<file path="config.mk">
export PLATFORM = sky130hd
export DESIGN_NAME = robot_command_mode_sequencer_flat
export DESIGN_NICKNAME = d
export VERILOG_FILES = /design/src/hdl/rcms_pkg.sv /design/src/hdl/rcms_chan_if.sv /design/src/hdl/rcms_step.sv /design/src/hdl/robot_command_mode_sequencer.sv /design/src/flat_wrapper.sv
export VERILOG_INCLUDE_DIRS = /design/src /design/src/hdl
export SDC_FILE = /design/constraint.sdc
export NUM_CORES = 1
export LEC_CHECK = 0
export ABC_AREA = 1
export BUFFER_PORTS_ARGS = -buffer_cell sky130_fd_sc_hd__clkbuf_2
export CORE_MARGIN = 2
export CORE_UTILIZATION = 54
export DETAILED_ROUTE_END_ITERATION = 10
export MAX_ROUTING_LAYER = met4
export PLACE_DENSITY = 0.83
export SYNTH_ARGS = -nofsm -noshare
export SYNTH_HDL_FRONTEND = slang
export SYNTH_SLANG_ARGS = --single-unit
</file>
<file path="constraint.sdc">
create_clock -name clk -period 5.6 [get_ports clk]
set_clock_uncertainty 0.15 [all_clocks]
set_input_delay 0 -clock clk [delete_from_list [all_inputs] [get_ports clk]]
set_output_delay 0 -clock clk [all_outputs]
set_load 0.02 [all_outputs]
</file>
<file path="src/hdl/assert_macros.svh">
// ----------------------------------------------------------------------------
// Assertion macros
// Clocked property checks on clk, with or without the rst_n qualifier.
// ----------------------------------------------------------------------------
`ifndef ASSERT_MACROS_SVH
`define ASSERT_MACROS_SVH

`ifndef SYNTHESIS
`define RCMS_ASSERT(label, prop, msg) \
  label: assert property (@(posedge clk) disable iff (!rst_n) prop) else $error(msg);
`define RCMS_ASSERT_ALWAYS(label, prop, msg) \
  label: assert property (@(posedge clk) prop) else $error(msg);
`else
`define RCMS_ASSERT(label, prop, msg)
`define RCMS_ASSERT_ALWAYS(label, prop, msg)
`endif

`endif

</file>
<file path="src/hdl/rcms_pkg.sv">
`timescale 1ns / 1ps
// ----------------------------------------------------------------------------
// rcms_pkg
// Types, codes and reset values of the robot command and mode sequencer.
// ----------------------------------------------------------------------------
package rcms_pkg;

  localparam int TIME_BITS_DEF = 32;
  localparam int CFG_W         = 16;
  localparam int CFG_IDX_W     = 3;

  typedef enum logic [3:0] {
    M_WAIT     = 4'd0,
    M_APPROACH = 4'd1,
    M_RETREAT  = 4'd2,
    M_SPINR    = 4'd3,
    M_SPINL    = 4'd4,
    M_LEFT     = 4'd5,
    M_RIGHT    = 4'd6,
    M_RESPRAY  = 4'd7,
    M_PAINT    = 4'd8,
    M_STOP     = 4'd9,
    M_PUMPON   = 4'd10,
    M_PUMPOFF  = 4'd11,
    M_CHECK    = 4'd12,
    M_SERVO    = 4'd13,
    M_BEEP     = 4'd14,
    M_NONE     = 4'd15
  } mode_t;

  typedef enum logic [3:0] {
    MC_NONE      = 4'd0,
    MC_APPROACH  = 4'd1,
    MC_RETREAT   = 4'd2,
    MC_SPINR     = 4'd3,
    MC_SPINL     = 4'd4,
    MC_LEFT      = 4'd5,
    MC_RIGHT     = 4'd6,
    MC_FLAT_FWD  = 4'd7,
    MC_FWD       = 4'd8,
    MC_TURN_R    = 4'd9,
    MC_SOFT_STOP = 4'd10
  } motor_cmd_t;

  typedef enum logic [1:0] {
    SP_NONE = 2'd0,
    SP_UP   = 2'd1,
    SP_DOWN = 2'd2
  } speed_t;

  typedef enum logic [1:0] {
    SV_NONE       = 2'd0,
    SV_CLOSE_SLOW = 2'd1,
    SV_OPEN       = 2'd2,
    SV_CLOSE      = 2'd3
  } servo_cmd_t;

  typedef enum logic [3:0] {
    PP_IDLE  = 4'd0,
    PP_EDGE1 = 4'd1,
    PP_TURN1 = 4'd2,
    PP_EDGE2 = 4'd3,
    PP_TURN2 = 4'd4,
    PP_EDGE3 = 4'd5,
    PP_TURN3 = 4'd6,
    PP_EDGE4 = 4'd7,
    PP_DONE  = 4'd8
  } paint_phase_t;

  typedef enum logic [1:0] {
    CK_START   = 2'd0,
    CK_OPENING = 2'd1,
    CK_FWD     = 2'd2,
    CK_CLOSING = 2'd3
  } check_phase_t;

  typedef enum logic [CFG_IDX_W-1:0] {
    CFG_JOG_TIMEOUT = 3'd0,
    CFG_BEEP        = 3'd1,
    CFG_LONG_EDGE   = 3'd2,
    CFG_SHORT_EDGE  = 3'd3,
    CFG_TURN        = 3'd4,
    CFG_RESPRAY     = 3'd5,
    CFG_SELFCHECK   = 3'd6
  } cfg_idx_t;

  localparam logic [7:0] KEY_W     = 8'h57;
  localparam logic [7:0] KEY_K     = 8'h4B;
  localparam logic [7:0] KEY_G     = 8'h47;
  localparam logic [7:0] KEY_D     = 8'h44;
  localparam logic [7:0] KEY_J     = 8'h4A;
  localparam logic [7:0] KEY_F     = 8'h46;
  localparam logic [7:0] KEY_U     = 8'h55;
  localparam logic [7:0] KEY_R     = 8'h52;
  localparam logic [7:0] KEY_Y     = 8'h59;
  localparam logic [7:0] KEY_Z     = 8'h5A;
  localparam logic [7:0] KEY_A     = 8'h41;
  localparam logic [7:0] KEY_X     = 8'h58;
  localparam logic [7:0] KEY_T     = 8'h54;
  localparam logic [7:0] KEY_P     = 8'h50;
  localparam logic [7:0] KEY_C     = 8'h43;
  localparam logic [7:0] KEY_PLUS  = 8'h2B;
  localparam logic [7:0] KEY_MINUS = 8'h2D;

  localparam logic [CFG_W-1:0] JOG_TIMEOUT_RST = 16'd2000;
  localparam logic [CFG_W-1:0] BEEP_RST        = 16'd2000;
  localparam logic [CFG_W-1:0] LONG_EDGE_RST   = 16'd26500;
  localparam logic [CFG_W-1:0] SHORT_EDGE_RST  = 16'd12500;
  localparam logic [CFG_W-1:0] TURN_RST        = 16'd3000;
  localparam logic [CFG_W-1:0] RESPRAY_RST     = 16'd5000;
  localparam logic [CFG_W-1:0] SELFCHECK_RST   = 16'd2000;

  typedef struct packed {
    logic [CFG_W-1:0] jog_hold_ms;
    logic [CFG_W-1:0] beep_ms;
    logic [CFG_W-1:0] long_edge_pulses;
    logic [CFG_W-1:0] short_edge_pulses;
    logic [CFG_W-1:0] turn_pulses;
    logic [CFG_W-1:0] respray_pulses;
    logic [CFG_W-1:0] selfcheck_pulses;
  } cfg_t;

  typedef struct packed {
    mode_t        mode;
    mode_t        entered;
    paint_phase_t paint;
    check_phase_t check;
    logic         pump;
    logic         buzzer;
  } state_t;

  typedef struct packed {
    logic        cmd_valid;
    logic [7:0]  cmd_byte;
    logic        cmd_from_bt;
    logic [31:0] now_ms;
    logic        motors_running;
    logic        servo_a_moving;
    logic        servo_b_moving;
  } in_item_t;

  typedef struct packed {
    logic         echo_valid;
    logic         echo_to_bt;
    logic [7:0]   echo_byte;
    logic         stop_first;
    motor_cmd_t   motor_cmd;
    logic [15:0]  motor_pulses;
    speed_t       speed_step;
    logic         pump_level;
    logic         buzzer_level;
    servo_cmd_t   servo_cmd;
    logic         servo_update;
    mode_t        mode_out;
  } out_item_t;

endpackage

</file>
<file path="src/hdl/rcms_chan_if.sv">
`timescale 1ns / 1ps
// ----------------------------------------------------------------------------
// rcms channel interfaces
// Valid/ready channels for loop passes in and per-pass results out.
// ----------------------------------------------------------------------------
interface rcms_in_if;
  logic        valid;
  logic        ready;
  logic        cmd_valid;
  logic [7:0]  cmd_byte;
  logic        cmd_from_bt;
  logic [31:0] now_ms;
  logic        motors_running;
  logic        servo_a_moving;
  logic        servo_b_moving;

  modport source (
    output valid, cmd_valid, cmd_byte, cmd_from_bt, now_ms,
           motors_running, servo_a_moving, servo_b_moving,
    input  ready
  );
  modport sink (
    input  valid, cmd_valid, cmd_byte, cmd_from_bt, now_ms,
           motors_running, servo_a_moving, servo_b_moving,
    output ready
  );
endinterface

interface rcms_out_if;
  logic        valid;
  logic        ready;
  logic        echo_valid;
  logic        echo_to_bt;
  logic [7:0]  echo_byte;
  logic        stop_first;
  logic [3:0]  motor_cmd;
  logic [15:0] motor_pulses;
  logic [1:0]  speed_step;
  logic        pump_level;
  logic        buzzer_level;
  logic [1:0]  servo_cmd;
  logic        servo_update;
  logic [3:0]  mode_out;

  modport source (
    output valid, echo_valid, echo_to_bt, echo_byte, stop_first, motor_cmd,
           motor_pulses, speed_step, pump_level, buzzer_level, servo_cmd,
           servo_update, mode_out,
    input  ready
  );
  modport sink (
    input  valid, echo_valid, echo_to_bt, echo_byte, stop_first, motor_cmd,
           motor_pulses, speed_step, pump_level, buzzer_level, servo_cmd,
           servo_update, mode_out,
    output ready
  );
endinterface

</file>
<file path="src/hdl/rcms_step.sv">
`timescale 1ns / 1ps
// ----------------------------------------------------------------------------
// rcms_step
// One control-loop pass: command decode, mode entry or periodic step.
// ----------------------------------------------------------------------------
module rcms_step
  import rcms_pkg::*;
#(
  parameter int TIME_BITS = TIME_BITS_DEF
) (
  input  state_t               st,
  input  logic [TIME_BITS-1:0] mode_time,
  input  cfg_t                 cfg,
  input  in_item_t             item,
  output state_t               st_nxt,
  output logic [TIME_BITS-1:0] mode_time_nxt,
  output out_item_t            res
);

  logic [TIME_BITS-1:0] now_t;
  logic [TIME_BITS-1:0] elapsed;
  logic                 smove;
  logic                 mrun;

  assign now_t   = TIME_BITS'(item.now_ms);
  assign smove   = item.servo_a_moving | item.servo_b_moving;
  assign mrun    = item.motors_running;

  always_comb begin
    st_nxt        = st;
    mode_time_nxt = mode_time;
    res           = '0;

    if (item.cmd_valid) begin
      res.echo_valid = 1'b1;
      res.echo_to_bt = item.cmd_from_bt;
      res.echo_byte  = item.cmd_byte;
      unique case (item.cmd_byte)
        KEY_W: begin
          res.stop_first = 1'b1;
          st_nxt.mode    = M_WAIT;
        end
        KEY_K: st_nxt.mode = M_PUMPON;
        KEY_G: st_nxt.mode = M_PUMPOFF;
        KEY_D: st_nxt.mode = M_CHECK;
        KEY_J: st_nxt.mode = M_SERVO;
        KEY_F: st_nxt.mode = M_BEEP;
        KEY_U: begin
          st_nxt.mode   = M_APPROACH;
          mode_time_nxt = now_t;
        end
        KEY_R: begin
          st_nxt.mode   = M_RETREAT;
          mode_time_nxt = now_t;
        end
        KEY_Y: begin
          st_nxt.mode   = M_SPINR;
          mode_time_nxt = now_t;
        end
        KEY_Z: begin
          st_nxt.mode   = M_SPINL;
          mode_time_nxt = now_t;
        end
        KEY_A: begin
          st_nxt.mode   = M_LEFT;
          mode_time_nxt = now_t;
        end
        KEY_X: begin
          st_nxt.mode   = M_RIGHT;
          mode_time_nxt = now_t;
        end
        KEY_T: st_nxt.mode = M_STOP;
        KEY_P: st_nxt.mode = M_PAINT;
        KEY_C: begin
          if (st.mode == M_WAIT) st_nxt.mode = M_RESPRAY;
        end
        KEY_PLUS: begin
          if (item.cmd_from_bt) res.speed_step = SP_UP;
        end
        KEY_MINUS: begin
          if (item.cmd_from_bt) res.speed_step = SP_DOWN;
        end
        default: ;
      endcase
    end

    elapsed = now_t - mode_time_nxt;

    if (st_nxt.mode != st.entered) begin
      res.stop_first = 1'b1;
      st_nxt.pump    = 1'b0;
      st_nxt.buzzer  = 1'b0;
      mode_time_nxt  = now_t;
      st_nxt.entered = st_nxt.mode;
      unique case (st_nxt.mode) inside
        M_APPROACH, M_RETREAT, M_SPINR, M_SPINL, M_LEFT, M_RIGHT: begin
          res.motor_cmd = motor_cmd_t'(st_nxt.mode);
        end
        M_RESPRAY: begin
          st_nxt.pump      = 1'b1;
          res.motor_cmd    = MC_FLAT_FWD;
          res.motor_pulses = cfg.respray_pulses;
        end
        M_PAINT: begin
          st_nxt.pump      = 1'b1;
          res.motor_cmd    = MC_FLAT_FWD;
          res.motor_pulses = cfg.long_edge_pulses;
          st_nxt.paint     = PP_EDGE1;
        end
        M_PUMPON: st_nxt.pump = 1'b1;
        M_CHECK:  st_nxt.check = CK_START;
        M_SERVO:  res.servo_cmd = SV_CLOSE_SLOW;
        M_BEEP:   st_nxt.buzzer = 1'b1;
        default: ;
      endcase
    end else begin
      unique case (st_nxt.mode) inside
        M_SERVO: begin
          res.servo_update = 1'b1;
          if (!smove) st_nxt.mode = M_WAIT;
        end
        M_CHECK: begin
          case (st.check)
            CK_START: begin
              res.servo_cmd = SV_OPEN;
              st_nxt.check  = CK_OPENING;
            end
            CK_OPENING: begin
              res.servo_update = 1'b1;
              if (!smove) begin
                res.motor_cmd    = MC_FWD;
                res.motor_pulses = cfg.selfcheck_pulses;
                st_nxt.check     = CK_FWD;
              end
            end
            CK_FWD: begin
              if (!mrun) begin
                res.servo_cmd = SV_CLOSE;
                st_nxt.check  = CK_CLOSING;
              end
            end
            default: begin
              res.servo_update = 1'b1;
              if (!smove) st_nxt.mode = M_WAIT;
            end
          endcase
        end
        M_BEEP: begin
          if (elapsed > TIME_BITS'(cfg.beep_ms)) begin
            st_nxt.buzzer = 1'b0;
            st_nxt.mode   = M_WAIT;
          end
        end
        M_RESPRAY: begin
          if (!mrun) begin
            st_nxt.pump = 1'b0;
            st_nxt.mode = M_WAIT;
          end
        end
        M_PAINT: begin
          if (!mrun) begin
            case (st.paint) inside
              PP_EDGE1, PP_EDGE2, PP_EDGE3: begin
                st_nxt.pump      = 1'b0;
                res.motor_cmd    = MC_TURN_R;
                res.motor_pulses = cfg.turn_pulses;
                st_nxt.paint     = paint_phase_t'(st.paint + 4'd1);
              end
              PP_TURN1, PP_TURN3: begin
                st_nxt.pump      = 1'b1;
                res.motor_cmd    = MC_FLAT_FWD;
                res.motor_pulses = cfg.short_edge_pulses;
                st_nxt.paint     = paint_phase_t'(st.paint + 4'd1);
              end
              PP_TURN2: begin
                st_nxt.pump      = 1'b1;
                res.motor_cmd    = MC_FLAT_FWD;
                res.motor_pulses = cfg.long_edge_pulses;
                st_nxt.paint     = PP_EDGE3;
              end
              PP_EDGE4: begin
                st_nxt.pump  = 1'b0;
                st_nxt.paint = PP_DONE;
                st_nxt.mode  = M_WAIT;
              end
              default: ;
            endcase
          end
        end
        M_APPROACH, M_RETREAT, M_SPINR, M_SPINL, M_LEFT, M_RIGHT: begin
          if (elapsed > TIME_BITS'(cfg.jog_hold_ms)) res.motor_cmd = MC_SOFT_STOP;
          if (!mrun) st_nxt.mode = M_WAIT;
        end
        default: ;
      endcase
    end

    res.pump_level   = st_nxt.pump;
    res.buzzer_level = st_nxt.buzzer;
    res.mode_out     = st_nxt.mode;
  end

endmodule

</file>
<file path="src/hdl/robot_command_mode_sequencer.sv">
// ----------------------------------------------------------------------------
// robot_command_mode_sequencer
// A pass waits in the input register until the result register is empty or
// out_chan.ready is high, then moves into the result register.
// Throughput: one pass per cycle while out_chan.ready holds; the mode state
// updates in the same cycle a pass moves into the result register.
// Reset (rst_n low, synchronous): mode wait, no mode entered, pump and buzzer
// off, configuration back to defaults, both pipeline registers empty.
// ----------------------------------------------------------------------------
`timescale 1ns / 1ps
`include "assert_macros.svh"
module robot_command_mode_sequencer
  import rcms_pkg::*;
#(
  parameter int TIME_BITS = TIME_BITS_DEF
) (
  input  logic                 clk,
  input  logic                 rst_n,
  rcms_in_if.sink              in_chan,
  rcms_out_if.source           out_chan,
  input  logic                 cfg_we,
  input  logic [CFG_IDX_W-1:0] cfg_index,
  input  logic [CFG_W-1:0]     cfg_data
);

  logic                 in_v_r;
  in_item_t             in_r;
  logic                 out_v_r;
  out_item_t            out_r;
  state_t               st_r;
  state_t               st_nxt;
  logic [TIME_BITS-1:0] mode_time_r;
  logic [TIME_BITS-1:0] mode_time_nxt;
  cfg_t                 cfg_r;
  out_item_t            res;
  logic                 adv;
  logic                 in_xfer;

  assign adv           = in_v_r & (~out_v_r | out_chan.ready);
  assign in_chan.ready = ~in_v_r | adv;
  assign in_xfer       = in_chan.valid & in_chan.ready;

  rcms_step #(
    .TIME_BITS (TIME_BITS)
  ) u_step (
    .st            (st_r),
    .mode_time     (mode_time_r),
    .cfg           (cfg_r),
    .item          (in_r),
    .st_nxt        (st_nxt),
    .mode_time_nxt (mode_time_nxt),
    .res           (res)
  );

  always_ff @(posedge clk) begin
    if (!rst_n) begin
      in_v_r      <= 1'b0;
      out_v_r     <= 1'b0;
      st_r        <= '{mode: M_WAIT, entered: M_NONE, paint: PP_IDLE,
                       check: CK_START, pump: 1'b0, buzzer: 1'b0};
      mode_time_r <= '0;
      cfg_r       <= '{jog_hold_ms: JOG_TIMEOUT_RST, beep_ms: BEEP_RST,
                       long_edge_pulses: LONG_EDGE_RST,
                       short_edge_pulses: SHORT_EDGE_RST, turn_pulses: TURN_RST,
                       respray_pulses: RESPRAY_RST, selfcheck_pulses: SELFCHECK_RST};
    end else begin
      if (in_chan.ready) in_v_r <= in_chan.valid;
      if (adv) begin
        out_v_r     <= 1'b1;
        st_r        <= st_nxt;
        mode_time_r <= mode_time_nxt;
      end else if (out_chan.ready) begin
        out_v_r <= 1'b0;
      end
      if (cfg_we) begin
        unique case (cfg_idx_t'(cfg_index))
          CFG_JOG_TIMEOUT: cfg_r.jog_hold_ms       <= cfg_data;
          CFG_BEEP:        cfg_r.beep_ms           <= cfg_data;
          CFG_LONG_EDGE:   cfg_r.long_edge_pulses  <= cfg_data;
          CFG_SHORT_EDGE:  cfg_r.short_edge_pulses <= cfg_data;
          CFG_TURN:        cfg_r.turn_pulses       <= cfg_data;
          CFG_RESPRAY:     cfg_r.respray_pulses    <= cfg_data;
          CFG_SELFCHECK:   cfg_r.selfcheck_pulses  <= cfg_data;
          default: ;
        endcase
      end
    end
  end

  always_ff @(posedge clk) begin
    if (in_xfer) begin
      in_r.cmd_valid      <= in_chan.cmd_valid;
      in_r.cmd_byte       <= in_chan.cmd_byte;
      in_r.cmd_from_bt    <= in_chan.cmd_from_bt;
      in_r.now_ms         <= in_chan.now_ms;
      in_r.motors_running <= in_chan.motors_running;
      in_r.servo_a_moving <= in_chan.servo_a_moving;
      in_r.servo_b_moving <= in_chan.servo_b_moving;
    end
    if (adv) out_r <= res;
  end

  assign out_chan.valid        = out_v_r;
  assign out_chan.echo_valid   = out_r.echo_valid;
  assign out_chan.echo_to_bt   = out_r.echo_to_bt;
  assign out_chan.echo_byte    = out_r.echo_byte;
  assign out_chan.stop_first   = out_r.stop_first;
  assign out_chan.motor_cmd    = out_r.motor_cmd;
  assign out_chan.motor_pulses = out_r.motor_pulses;
  assign out_chan.speed_step   = out_r.speed_step;
  assign out_chan.pump_level   = out_r.pump_level;
  assign out_chan.buzzer_level = out_r.buzzer_level;
  assign out_chan.servo_cmd    = out_r.servo_cmd;
  assign out_chan.servo_update = out_r.servo_update;
  assign out_chan.mode_out     = out_r.mode_out;

  `RCMS_ASSERT(a_stall_holds, (in_v_r && !adv) |=> in_v_r, "stalled pass dropped")
  `RCMS_ASSERT(a_entered_set, $past(rst_n && adv) |-> (st_r.entered != M_NONE), "no entry")
  `RCMS_ASSERT(a_mode_out_match, $past(rst_n && adv) |-> (out_r.mode_out == st_r.mode), "mode")
  `RCMS_ASSERT(a_echo_clear, (out_v_r && !out_r.echo_valid) |-> ({out_r.echo_to_bt, out_r.echo_byte} == 9'd0), "echo")

endmodule
</file>
<file path="src/flat_wrapper.sv">
// flat-port wrapper written by rule: the top's interface ports become plain ports
module robot_command_mode_sequencer_flat import rcms_pkg::*;
#(
  parameter int TIME_BITS = TIME_BITS_DEF
)
  (clk, rst_n, cfg_we, cfg_index, cfg_data, in_chan_valid, in_chan_cmd_valid, in_chan_cmd_byte, in_chan_cmd_from_bt, in_chan_now_ms, in_chan_motors_running, in_chan_servo_a_moving, in_chan_servo_b_moving, in_chan_ready, out_chan_valid, out_chan_echo_valid, out_chan_echo_to_bt, out_chan_echo_byte, out_chan_stop_first, out_chan_motor_cmd, out_chan_motor_pulses, out_chan_speed_step, out_chan_pump_level, out_chan_buzzer_level, out_chan_servo_cmd, out_chan_servo_update, out_chan_mode_out, out_chan_ready);
  rcms_in_if in_chan_i ();
  rcms_out_if out_chan_i ();
  input  logic clk;
  input  logic rst_n;
  input  logic cfg_we;
  input  logic [CFG_IDX_W-1:0] cfg_index;
  input  logic [CFG_W-1:0] cfg_data;
  input wire logic [$bits(in_chan_i.valid)-1:0] in_chan_valid;
  input wire logic [$bits(in_chan_i.cmd_valid)-1:0] in_chan_cmd_valid;
  input wire logic [$bits(in_chan_i.cmd_byte)-1:0] in_chan_cmd_byte;
  input wire logic [$bits(in_chan_i.cmd_from_bt)-1:0] in_chan_cmd_from_bt;
  input wire logic [$bits(in_chan_i.now_ms)-1:0] in_chan_now_ms;
  input wire logic [$bits(in_chan_i.motors_running)-1:0] in_chan_motors_running;
  input wire logic [$bits(in_chan_i.servo_a_moving)-1:0] in_chan_servo_a_moving;
  input wire logic [$bits(in_chan_i.servo_b_moving)-1:0] in_chan_servo_b_moving;
  output wire logic [$bits(in_chan_i.ready)-1:0] in_chan_ready;
  output wire logic [$bits(out_chan_i.valid)-1:0] out_chan_valid;
  output wire logic [$bits(out_chan_i.echo_valid)-1:0] out_chan_echo_valid;
  output wire logic [$bits(out_chan_i.echo_to_bt)-1:0] out_chan_echo_to_bt;
  output wire logic [$bits(out_chan_i.echo_byte)-1:0] out_chan_echo_byte;
  output wire logic [$bits(out_chan_i.stop_first)-1:0] out_chan_stop_first;
  output wire logic [$bits(out_chan_i.motor_cmd)-1:0] out_chan_motor_cmd;
  output wire logic [$bits(out_chan_i.motor_pulses)-1:0] out_chan_motor_pulses;
  output wire logic [$bits(out_chan_i.speed_step)-1:0] out_chan_speed_step;
  output wire logic [$bits(out_chan_i.pump_level)-1:0] out_chan_pump_level;
  output wire logic [$bits(out_chan_i.buzzer_level)-1:0] out_chan_buzzer_level;
  output wire logic [$bits(out_chan_i.servo_cmd)-1:0] out_chan_servo_cmd;
  output wire logic [$bits(out_chan_i.servo_update)-1:0] out_chan_servo_update;
  output wire logic [$bits(out_chan_i.mode_out)-1:0] out_chan_mode_out;
  input wire logic [$bits(out_chan_i.ready)-1:0] out_chan_ready;
  assign in_chan_i.valid = in_chan_valid;
  assign in_chan_i.cmd_valid = in_chan_cmd_valid;
  assign in_chan_i.cmd_byte = in_chan_cmd_byte;
  assign in_chan_i.cmd_from_bt = in_chan_cmd_from_bt;
  assign in_chan_i.now_ms = in_chan_now_ms;
  assign in_chan_i.motors_running = in_chan_motors_running;
  assign in_chan_i.servo_a_moving = in_chan_servo_a_moving;
  assign in_chan_i.servo_b_moving = in_chan_servo_b_moving;
  assign in_chan_ready = in_chan_i.ready;
  assign out_chan_valid = out_chan_i.valid;
  assign out_chan_echo_valid = out_chan_i.echo_valid;
  assign out_chan_echo_to_bt = out_chan_i.echo_to_bt;
  assign out_chan_echo_byte = out_chan_i.echo_byte;
  assign out_chan_stop_first = out_chan_i.stop_first;
  assign out_chan_motor_cmd = out_chan_i.motor_cmd;
  assign out_chan_motor_pulses = out_chan_i.motor_pulses;
  assign out_chan_speed_step = out_chan_i.speed_step;
  assign out_chan_pump_level = out_chan_i.pump_level;
  assign out_chan_buzzer_level = out_chan_i.buzzer_level;
  assign out_chan_servo_cmd = out_chan_i.servo_cmd;
  assign out_chan_servo_update = out_chan_i.servo_update;
  assign out_chan_mode_out = out_chan_i.mode_out;
  assign out_chan_i.ready = out_chan_ready;
  robot_command_mode_sequencer #(.TIME_BITS(TIME_BITS)) u_core (.clk(clk), .rst_n(rst_n), .in_chan(in_chan_i), .out_chan(out_chan_i), .cfg_we(cfg_we), .cfg_index(cfg_index), .cfg_data(cfg_data));
endmodule
</file>
---- Word level (Yosys, flattened, before mapping) ----
Index checks and enable logic that the tools add are counted.
operators by class
  add/sub/neg operators ................... 2
  $lt $le $gt $ge ......................... 2
  equal/unequal tests ..................... 48
  multiplexer cells ....................... 67
  bitwise logic cells ..................... 7
  reduce and logical (&&, ||, !) cells .... 25
operators with widths
  operator              count
  $eq A8 B7 Y1 const B  15
  $mux W20              5
  $mux W32              3
  $mux W4               20
  $gt A32 B16 Y1        2
  $pmux W16 S2          2
  $pmux W4 S15          1
  $mux W19              2
  $eq A4 B3 Y1 const B  8
  $sub A32 B32 Y32      1
  $eq A4 B4 Y1 const B  5
  $pmux W4 S5           1
  $eq A4 B2 Y1 const B  4
  $eq A8 B6 Y1 const B  2
  $mux W1               16
  $mux W2               8
  $reduce_and A2 Y1     8
  $pmux W4 S3           1
  $reduce_or A6 Y1      2
  $mux W11              1
  $eq A3 B3 Y1 const B  3
  $reduce_or A3 Y1      3
  $eq A4 B1 Y1 const B  2
  $mux W8               1
  25 further kinds      35
storage, ports and cells
  bits in registers ....................... 249
  bits of input ports ..................... 69
  output and inout port bits .............. 44

---- Logic depth before layout (Yosys ltp) ----
  depth after elaboration ................. 11
  mapped depth ............................ 34
  gate-level depth less buffers ........... 32

---- By module ----
From an unflattened synthesis, not the netlist that was laid out.
unflattened totals
  cell total of the unflattened synthesis .. 2,124
  area total of the unflattened synthesis .. 15,262.1 µm²
by module, submodules not included
  module                        instances  cells an instance  area each (µm²)  sequential area each (µm²)
  robot_command_mode_sequencer  1          950                8,938.6          5,855.6
  rcms_step                     1          1,174              6,323.6          0.0

---- Least setup slack after synthesis ----
OpenSTA, ideal clock, no wires.
  path kind ............................... flip-flop to flip-flop
  start ................................... reg u_core.in_r[38] in the netlist's numbering
  end ..................................... reg u_core.out_r (netlist bit u_core.out_chan.motor_cmd[1]), data pin
  arrival time ............................ 4,244 ps
  path slack .............................. 944 ps
  stages on the path, launching flop included .. 31
  clock period less this slack ............ 4,656 ps
  cell sequence ........................... edfxtp_1 > nand2_1 > nor2_1 > nand2_1 > nand3_2 > o21bai_4 > buf_6 > clkbuf_1 > mux2i_1 > ha_1 > nand2_1 > inv_1 > nand2_2 > inv_2 > a21oi_1 > nand2_1 > xor2_1 > ha_1 > nand2_1 > inv_1 > nand3_1 > nor4_1 > inv_1 > nor4b_1 > nand2_1 > nand2_1 > nand3_1 > nand2_1 > nand2_1 > nand2_1 > o21ai_0
RTL lines
  item                  RTL line                             text
  start, declared       robot_command_mode_sequencer.sv:27   in_item_t in_r;
  end signal, assigned  robot_command_mode_sequencer.sv:100  if (adv) out_r <= res;
  end, declared         robot_command_mode_sequencer.sv:29   out_item_t out_r;

==> out/metrics.csv <==
stage,metric,value,unit
route,vias,13490,
route,avgViaCountPerCell,5.598,
critical_path,r2r-end,u_core.out_chan.motor_cmd[1],
global_route,grt_pass1_vias,12710,
sta,finalMaxSlewViolations,0,
die,die-height,165.7,um
sta,clock.fmax,0.2006,GHz
logic_synthesis,syn_area_per_cell,7.511,sq um
critical_path,cp.arrival,5.11,ns
route,highest_layer,met4,
critical_path,critPathMostFrequentCell,nand2_1,
die,start_util,0.5468,
clocking,cts_root_buf,clkbuf_16,
critical_path,max_stage_delay,0.42,ns
die,core-area,25840,sq um
clocking,cts.sink_count,249,
sta,tns,0,ns
clocking,cts_tree,yes,
critical_path,slowest_stage,edfxtp_1,
critical_path,critical_path_required,5.72,ns
logic_synthesis,yosysTopAreaCellShare,0.2296,
logic_synthesis,ys_seq_elements,249,
route,routed_wl,39.11,mm
sta,setup_viol,0,
power_and_ir_drop,total_power,4.607,mW
place,gp_congestion,0.9868,
power_and_ir_drop,p_per_area,276.2,nW/um^2
die,die_area,27470,sq um
logic_synthesis,ys.warnings.count,0,
sta,period_needed,4.985,ns
logic_synthesis,synth_edf_count,87,
route,wl_met1,15.85,mm
sta,min_period_over_period,0.8901,
global_route,grt_pass1_wl,62.29,mm
logic_synthesis,synthFlopType,dfxtp_1,
hold_path,min_path_type,input pin to register,
hold_path,min_path_cells,2,
sta,worstMarginPinSlew,1.047,ns
critical_path,setup.worst_path.end_class,register,
sta,finalHoldViolCount,0,
route,drtIter0Drc,1191,
cells_and_area,drive_gt1_frac,0.1152,
sta,fin_ws,0.6152,ns
logic_synthesis,synthArstFlopShare,0,
global_route,antenna_found_initial,0,
power_and_ir_drop,ir_drop,0.2550,mV
cells_and_area,fin_nets,2185,
status,status,finished clean,
clocking,h-tree-depth,1,
place,dp_hpwl,26.64,mm
die,io_pins,113,
clocking,clock_latency,0.55,ns
route,ant_nets,0,
clocking,cts_buffer_depth,3,
logic_synthesis,synth_cell_types,52,
route,dr_wl_met3,3.021,mm
logic_synthesis,yosysTopAreaCell,dfxtp_1,
logic_synthesis,synth_commonest_cells,"nand2_1 (412), inv_1 (275), nor2_1 (182), dfxtp_1 (162), o21ai_0 (128)",
place,place_ws,0.6218,ns
hold_path,whs_endpoint,u_core.in_r[8],
critical_path,reg2regPathDepth,32,
cells_and_area,syn2layout_area_growth,18.08,%
sta,slew_headroom,0.3011,
die,rows,59,
clocking,cts_buffers,26,
logic_synthesis,syn_inst,1881,
logic_synthesis,syn_nets,2011,
logic_synthesis,synth.most_common_cell,nand2_1,
place,portBuffers,112,
critical_path,worstPathMaxFanout,13,
global_route,grt_max_degree,75,
critical_path,r2r_slack,0.62,ns
global_route,overflow,0,
sta,rsz0062_at_grt,false,
route,detail_route.wl_per_cell,16.23,um
die,die_w,165.7,um
power_and_ir_drop,static-leakage-power,7.827,nW
logic_synthesis,synth_area,14130,sq um
critical_path,criticalPathCategory,register to register,
clocking,clk_pin_slew_worst_paths,0.06,ns
critical_path,cp-start-kind,register,
hold_path,hp-start,in_chan_now_ms[5],
logic_synthesis,synth.area.top_cells,"dfxtp_1 (23%), edfxtp_1 (18%), nand2_1 (11%)",
logic_synthesis,yosysSeqAreaShare,0.4145,
route,drc,0,
global_route,grt_usage,0.2813,
route,dr_wl_met2,18.88,mm
critical_path,r2r-start,u_core.in_r[43],
flow_run,maxCapViolCount,0,
cells_and_area,nFillCells,2167,
route,drtPass1Iterations,6,
cells_and_area,diodes,0,
sequential cells by signal (all words and copies together) (netlist names), 2 cells and up:
name and count:
u_core.out_chan.mode_out 4, u_core.cfg_r 112, u_core.out_chan.motor_pulses 16, u_core.out_chan.speed_step 2
u_core.out_chan.echo_byte 8, u_core.out_chan.motor_cmd 4, u_core.out_chan.servo_cmd 2, u_core.st_r 16
u_core.mode_time_r 32, u_core.in_r 45
cell families after synthesis:
| group | synth area share |
|---|---|
| compound gates | 0.1748 |
| xor+xnor | 0.01240 |
| fa+ha+maj | 0.05403 |
| buf+inv | 0.09627 |
| flops | 0.4145 |
| mux | 0.01417 |
| simple gates | 0.2338 |
where the power goes:
| part | internal [mW] | switching, mW |
|---|---|---|
| Clock | 1.02 | 0.707 |
| Combinational | 0.311 | 0.555 |
| Sequential | 1.96 | 0.0492 |
worst max path at each step:
stage / from / to / cells past startpoint
final: u_core.in_r[43] / u_core.out_chan.motor_cmd[1] / 32
after global routing: u_core.in_r[36] / u_core.out_chan.motor_cmd[1] / 32
after CTS: u_core.in_r[38] / u_core.out_chan.motor_cmd[1] / 30
after detailed placement: u_core.in_r[38] / u_core.out_chan.motor_cmd[1] / 30
after global placement: u_core.in_r[36] / u_core.out_chan.motor_cmd[1] / 30
after floorplan: u_core.in_r[38] / u_core.out_chan.motor_cmd[1] / 30
cell usage in the layout, fill, tap and decap left out, types with 7 or more instances in the layout:
cell type and instances:
xnor2_1 13, dlygate4sd3_1 81, nor2_1 181, inv_2 11
ha_1 61, nor2_2 9, buf_4 20, clkbuf_2 111
clkbuf_1 11, a221oi_1 13, dfxtp_1 162, o21ai_0 128
nand2_2 18, clkbuf_16 26, nand4_1 15, o22ai_1 15
nand2_1 412, mux2i_1 20, o21ai_1 12, a21oi_1 104
nand3_1 88, edfxtp_1 87, xor2_1 7, nor3_1 17
o211ai_1 104, inv_1 273, nand3_2 14
worst max-delay path, delay by kind of cell, from the launching register on:
kind            cells  cell delay [ns]
compound gates      3             0.39
xor+xnor            1             0.19
fa+ha+maj           3             0.66
buf+inv             6             0.54
flops               1             0.42
simple gates       19             2.39
area by class of cell:
| cell class | instances | area, sq um | area share |
|---|---|---|---|
| multi-input cells | 1278 | 6919 | 0.4148 |
| flip-flops and latches | 249 | 5856 | 0.3510 |
| repair buffers | 214 | 1556 | 0.09330 |
| inverters | 286 | 1076 | 0.06450 |
| clock buffers | 42 | 760.7 | 0.04560 |
| well taps | 335 | 419.2 | 0.02513 |
| clock inverters | 6 | 95.09 | 0.005700 |
per-layer routing:
layer  global-route usage  up-vias
li1                     -     6614
met1               0.3512     6182
met2               0.4705      575
met3              0.03384      120
met4               0.1055        0
met5                    -        -
what timing repair did:
item	CTS	global route
hold endpoints to repair	177	0
hold buffers	81	0
setup endpoints to repair	0	1
resized for setup	0	0
setup buffers	0	5
per-stage QoR:
| step | cell area [sq um] | utilization | std cells | hold WS (ns) |
|---|---|---|---|---|
| 3_3_place_gp | 14970 | 0.5792 | 2276 | 0.02685 |
| 4_1_cts | 16630 | 0.6437 | 2405 | 0.01143 |
| 6_report | 16680 | 0.6457 | 2410 | 0.03166 |
| 2_1_floorplan | 14130 | - | 1881 | -0.05113 |
| 3_5_place_dp | 14970 | 0.5792 | 2276 | 0.02861 |
| 5_1_grt | 16680 | 0.6457 | 2410 | 0.02371 |
(Power assumes the default switching activity.)
